==> config.mk <==
export PLATFORM = sky130hd
export DESIGN_NAME = sveu_alu
export DESIGN_NICKNAME = d
export VERILOG_FILES = /design/src/rtl/core/sveu_pkg.sv /design/src/rtl/core/sveu_alu.sv
export SDC_FILE = /design/constraint.sdc
export NUM_CORES = 2
export LEC_CHECK = 0
export ABC_CLOCK_PERIOD_IN_PS = 15100
export BUFFER_PORTS_ARGS = -buffer_cell sky130_fd_sc_hd__buf_2
export CORE_MARGIN = 2
export CORE_UTILIZATION = 45
export CTS_CLUSTER_SIZE = 28
export DETAILED_ROUTE_END_ITERATION = 10
export PLACE_DENSITY_LB_ADDON = 0.25
export SLEW_MARGIN = 20
export SYNTH_ARGS = -nofsm -noshare
export SYNTH_HDL_FRONTEND = slang
export SYNTH_SLANG_ARGS = --single-unit
==> constraint.sdc <==
create_clock -name clk -period 15.1 [get_ports clk]
set_input_delay 3.02 -clock clk [delete_from_list [all_inputs] [get_ports clk]]
set_output_delay 3.02 -clock clk [all_outputs]
set_load 0.02 [all_outputs]
==> src/rtl/core/sveu_pkg.sv <==
`timescale 1ns / 1ps
// ----------------------------------------------------------------------------
// sveu_pkg: shared types and constants for the scalar/vector execute unit
// Opcode codes, ALU operation codes and the ALU command/result structs.
// ----------------------------------------------------------------------------
package sveu_pkg;

  localparam int NUM_SCALAR_REGS_DEF = 256;
  localparam int NUM_VECTOR_REGS_DEF = 32;
  localparam int VECTOR_LANES_DEF    = 8;

  localparam logic [7:0] OP_ADD_R   = 8'd0;
  localparam logic [7:0] OP_SUB_R   = 8'd1;
  localparam logic [7:0] OP_ADD_C   = 8'd2;
  localparam logic [7:0] OP_SUB_C   = 8'd3;
  localparam logic [7:0] OP_MUL_R   = 8'd4;
  localparam logic [7:0] OP_MUL_C   = 8'd5;
  localparam logic [7:0] OP_DIV_R   = 8'd6;
  localparam logic [7:0] OP_DIV_C   = 8'd7;
  localparam logic [7:0] OP_MOV_C   = 8'd8;
  localparam logic [7:0] OP_MOV_R   = 8'd9;
  localparam logic [7:0] OP_REPORT  = 8'd10;
  localparam logic [7:0] OP_VEC_LO  = 8'd11;
  localparam logic [7:0] OP_VEC_VHI = 8'd13;
  localparam logic [7:0] OP_VEC_CHI = 8'd16;
  localparam logic [7:0] OP_VEC_HI  = 8'd19;
  localparam logic [7:0] OP_HALT    = 8'd20;
  localparam logic [7:0] OP_BR_LO   = 8'd21;
  localparam logic [7:0] OP_BR_HI   = 8'd35;

  // individual vector opcodes: with a vector, a constant or a scalar register
  localparam logic [7:0] OP_VADD_V  = 8'd11;
  localparam logic [7:0] OP_VSUB_V  = 8'd12;
  localparam logic [7:0] OP_VMUL_V  = 8'd13;
  localparam logic [7:0] OP_VADD_C  = 8'd14;
  localparam logic [7:0] OP_VSUB_C  = 8'd15;
  localparam logic [7:0] OP_VMUL_C  = 8'd16;
  localparam logic [7:0] OP_VADD_S  = 8'd17;
  localparam logic [7:0] OP_VSUB_S  = 8'd18;
  localparam logic [7:0] OP_VMUL_S  = 8'd19;

  // branch condition codes (opcode minus OP_BR_LO)
  localparam logic [3:0] CC_EQ = 4'd0;
  localparam logic [3:0] CC_NE = 4'd1;
  localparam logic [3:0] CC_CS = 4'd2;
  localparam logic [3:0] CC_CC = 4'd3;
  localparam logic [3:0] CC_MI = 4'd4;
  localparam logic [3:0] CC_PL = 4'd5;
  localparam logic [3:0] CC_VS = 4'd6;
  localparam logic [3:0] CC_VC = 4'd7;
  localparam logic [3:0] CC_HI = 4'd8;
  localparam logic [3:0] CC_LS = 4'd9;
  localparam logic [3:0] CC_GE = 4'd10;
  localparam logic [3:0] CC_LT = 4'd11;
  localparam logic [3:0] CC_GT = 4'd12;
  localparam logic [3:0] CC_LE = 4'd13;
  localparam logic [3:0] CC_AL = 4'd14;

  typedef enum logic [1:0] {
    ALU_ADD = 2'd0,
    ALU_SUB = 2'd1,
    ALU_MUL = 2'd2,
    ALU_DIV = 2'd3
  } alu_op_t;

  typedef struct packed {
    logic        start;
    alu_op_t     op;
    logic [31:0] a;
    logic [31:0] b;
  } alu_cmd_t;

  typedef struct packed {
    logic        done;
    logic [31:0] res;
    logic [3:0]  flags;   // Z N C V
  } alu_rsp_t;

  function automatic logic cond_holds(input logic [3:0] cc, input logic [3:0] f);
    logic z, n, c, v, r;
    z = f[3]; n = f[2]; c = f[1]; v = f[0];
    case (cc)
      CC_EQ:   r = z;
      CC_NE:   r = !z;
      CC_CS:   r = c;
      CC_CC:   r = !c;
      CC_MI:   r = n;
      CC_PL:   r = !n;
      CC_VS:   r = v;
      CC_VC:   r = !v;
      CC_HI:   r = c && !z;
      CC_LS:   r = !c || z;
      CC_GE:   r = n == v;
      CC_LT:   r = n != v;
      CC_GT:   r = !z && (n == v);
      CC_LE:   r = z || (n != v);
      CC_AL:   r = 1'b1;
      default: r = 1'b0;
    endcase
    return r;
  endfunction

endpackage

==> src/rtl/core/sveu_alu.sv <==
`timescale 1ns / 1ps
// ----------------------------------------------------------------------------
// sveu_alu: shared arithmetic unit
// Add/sub with flags and multiply are combinational; signed divide one quotient
// bit per cycle (restoring, sign fixed at the output). Divisor must be nonzero.
// ----------------------------------------------------------------------------
module sveu_alu (
  input  logic                clk,
  input  logic                rst,
  input  sveu_pkg::alu_cmd_t  cmd,
  output sveu_pkg::alu_rsp_t  rsp
);

  logic        busy;
  logic [5:0]  cnt;
  logic [31:0] quo, rem, dvs;
  logic        neg;
  logic [32:0] sum;
  logic [31:0] ma, mb;
  logic [32:0] trial;

  assign ma = cmd.a[31] ? 32'd0 - cmd.a : cmd.a;
  assign mb = cmd.b[31] ? 32'd0 - cmd.b : cmd.b;
  assign trial = {rem, quo[31]} - {1'b0, dvs};

  // combinational add/sub
  always_comb begin
    sum = (cmd.op == sveu_pkg::ALU_SUB) ? {1'b0, cmd.a} - {1'b0, cmd.b}
                                       : {1'b0, cmd.a} + {1'b0, cmd.b};
  end

  // restoring divider iteration
  always_ff @(posedge clk) begin
    if (rst) begin
      busy <= 1'b0;
      cnt  <= '0;
    end else if (cmd.start && cmd.op == sveu_pkg::ALU_DIV) begin
      busy <= 1'b1;
      cnt  <= 6'd32;
      quo  <= ma;
      rem  <= '0;
      dvs  <= mb;
      neg  <= cmd.a[31] ^ cmd.b[31];
    end else if (busy && cnt != 6'd0) begin
      cnt <= cnt - 6'd1;
      if (!trial[32]) begin
        rem <= trial[31:0];
        quo <= {quo[30:0], 1'b1};
      end else begin
        rem <= {rem[30:0], quo[31]};
        quo <= {quo[30:0], 1'b0};
      end
    end else begin
      busy <= 1'b0;
    end
  end

  always_comb begin
    rsp = '0;
    case (cmd.op)
      sveu_pkg::ALU_ADD, sveu_pkg::ALU_SUB: begin
        rsp.done     = cmd.start;
        rsp.res      = sum[31:0];
        rsp.flags[3] = sum[31:0] == 32'd0;
        rsp.flags[2] = sum[31];
        if (cmd.op == sveu_pkg::ALU_ADD) begin
          rsp.flags[1] = sum[32];
          rsp.flags[0] = (cmd.a[31] == cmd.b[31]) && (sum[31] != cmd.a[31]);
        end else begin
          rsp.flags[1] = cmd.a > cmd.b;
          rsp.flags[0] = (cmd.a[31] != cmd.b[31]) && (sum[31] == cmd.b[31]);
        end
      end
      sveu_pkg::ALU_MUL: begin
        rsp.done = cmd.start;
        rsp.res  = cmd.a * cmd.b;
      end
      default: begin
        rsp.done = busy && cnt == 6'd0;
        rsp.res  = neg ? 32'd0 - quo : quo;
      end
    endcase
  end

endmodule

==> impl_metrics.csv <==
group,metric,value,unit
sta,rsz0062_at_grt,"false",
synth,yosys_warnings,0,
synth,yosys-top-cells-count,"inv_1, fa_1, nand2_1, and2_1, ha_1",
synth,synth-xor-area-share,6.74,%
global_routing,grt_pass1_wl,141000,um
sta,max_freq,71.8,MHz
detailed_routing,drc,0,
detailed_routing,wl_per_cell,22.6,um
synth,yosysTopAreaCellShare,29.5,%
global_routing,grt_use_total,29.2,%
global_routing,gr-total-overflow,0,
global_routing,grt_pass1_vias,23400,
synth,async_flop_share,0,%
sta,finClkSkew,15.1,ps
setup_path,worstPathArrival,10920,ps
finish,drive_above_1_share,6.02,%
sta,tightest_slew,1020,ps
synth,syn_nets,4034,
sta,hold_viol,0,
synth,synth_cell_types,88,
run,drv_cap,0,
run_status,status,"complete, no violations",
sta,setup_tns,0,ps
setup_path,r2r_slack,10530,ps
sta,post-route-min-period,13940,ps
synth,synthTopCellsByArea,"fa_1, edfxtp_1, ha_1, inv_1, nand2_1",
detailed_routing,detail-route-antenna-nets,0,
cts,clock_path_buffers,2,
finish,fill_cells,6061,
setup_path,start_kind,"input pin",
die,die_area,64100,um^2
setup_path,r2r-end,"quo[0]",
cts,numCtsBuffers,9,
synth,synth_cells,3330,
synth,synth_area_per_cell,8.39,um^2
placement,io_buffers,105,
die,die_x,253,um
sta,post-route-period-util,92.3,%
detailed_routing,wl_met2,40500,um
detailed_routing,drt_iter0_markers,1895,
worst_hold_path,worst_hold_startpoint,"cnt[1]",
setup_path,reg2reg_depth,14,
finish,area_growth,4.71,%
detailed_routing,vias_per_cell,5.79,
synth,synthMuxAreaShare,1.06,%
sta,slew_headroom,31.8,%
cts,ctsResizeCount,0,
detailed_routing,routed-wl-met3,7850,um
cts,postCtsSetupRepairBufs,0,
setup_path,crit_start,"cmd[41]",
placement,dpl_cell_area,28900,um^2
cts,cts_tree,"yes",
placement,dp_hpwl,71600,um
die,core,61500,um^2
finish,final_cell_area,29200,um^2
detailed_routing,first_pass_iters,5,
setup_path,cp_slowest_cell,"nor3_1",
placement,routabilityCongestion,0.985,
synth,synth_top_area_cell,"fa_1",
detailed_routing,top_layer_used,"met4",
die,io_pins,106,
synth,synth_edf_count,97,
sta,setup_viol,0,
finish,fin_nets,3986,
setup_path,crit_fanout,26,
synth,netlist_area,27900,um^2
detailed_routing,wl,92300,um
finish,final_cell_count_no_fill,4081,
synth,synthFlopType,"edfxtp_1",
cts,cts.clk_slew.worst_paths,80,ps
worst_hold_path,hold_end,"cnt[1]",
cts,holdBufCountCts,0,
synth,synthMostInstantiatedCell,"inv_1",
setup_path,r2r-start,"quo[31]",
cts,clock_latency,380,ps
synth,ys_ff_latch,104,
cts,clock-sinks,104,
synth,synth-compound-area-share,12.9,%
die,die_h,253,um
die,placementRows,91,
cts,root_buffer,"clkbuf_16",
global_routing,grt_max_degree,71,
setup_path,path_common_cell,"fa_1",
worst_hold_path,hold-path-cell-count,2,
worst_hold_path,holdCritPathClass,"reg -> reg",
synth,synthAdderAreaFrac,39.5,%
detailed_routing,vias,23600,
synth,synthSimpleGateAreaFrac,19.4,%
sta,finalMaxSlewViolations,0,
setup_path,slowest_delay,640,ps
cts,htreeDepth,3,
die,floorplan.initialDensity,45.4,%
setup_path,end_kind,"output port",
global_routing,antenna_found_initial,5,
finish,fin_util,47.6,%
detailed_routing,wl_met1,41400,um
placement,dp.cells,4061,
setup_path,worst-endpoint-required,12080,ps
synth,yosysSeqAreaShare,10.9,%
synth,synth_top_family_by_area,"adder cells",
setup_path,critPathKind,"in -> out",
## worst max path at each step
stage / to
after floorplan: rsp[35]
final: rsp[35]
after global placement: rsp[35]
after detailed placement: rsp[35]
after global routing: rsp[35]
after CTS: rsp[35]
## per-stage QoR
stage / hold WS, ps / setup slack [ps]
2_1_floorplan: 490 / 2220
3_3_place_gp: 515 / 1360
3_5_place_dp: 515 / 1320
4_1_cts: 526 / 1280
5_1_grt: 563 / 836
6_report: 522 / 1160
## cell type report
cell class	instances	area, um^2	share of cell area (%)
repair buffers	129	718	2.46
clock inverters	7	78.8	0.270
multi-input cells	2529	22300	76.1
inverters	509	1910	6.53
flip-flops and latches	104	3050	10.4
diodes	4	10.0	0.0342
well taps	790	988	3.38
clock buffers	9	225	0.770
## placed cells by master (no fill, tap or decap), types with 22 or more instances in the layout
| master | count |
|---|---|
| inv_1 | 502 |
| fa_1 | 411 |
| nand2_1 | 399 |
| and2_1 | 239 |
| ha_1 | 224 |
| nor2_1 | 182 |
| xnor2_1 | 144 |
| a21oi_1 | 137 |
| o21ai_0 | 125 |
| buf_2 | 105 |
| edfxtp_1 | 97 |
| xor2_1 | 71 |
| nor3_1 | 48 |
| nand3_1 | 42 |
| a21o_1 | 40 |
| a211oi_1 | 30 |
| o31ai_1 | 28 |
| nand4_1 | 26 |
| nand2b_1 | 25 |
| mux2i_1 | 25 |
| or3_1 | 24 |
| o21ai_1 | 23 |
| buf_4 | 23 |
| o211ai_1 | 22 |
## logic make-up after synthesis
family,Yosys count
muxes,29
buffers and inverters,697
AOI/OAI and AO/OA,553
and+or+nand+nor,1097
adders and majority gates,635
xor gates and xnor gates,215
DFF,104
## critical path: cells and delay by family
family,cells,cell delay [ps]
simple gates,2,1190
compound gates,7,1140
buf+inv,6,1130
fa+ha+maj,10,4420
## sequential cells by signal, summed over array words and instances, names as in the netlist
name  count
dvs      32
rem      32
quo      32
busy      1
neg       1
cnt       6
## routing by layer
metal	vias up	track usage [%]
li1	10700	-
met1	11700	42.7
met2	1053	45.5
met3	143	3.80
met4	0	7.98
met5	-	0
Power is left out: the tool's default activity adds up to more than one toggle a clock period on the data nets, which glitch-free logic cannot reach.
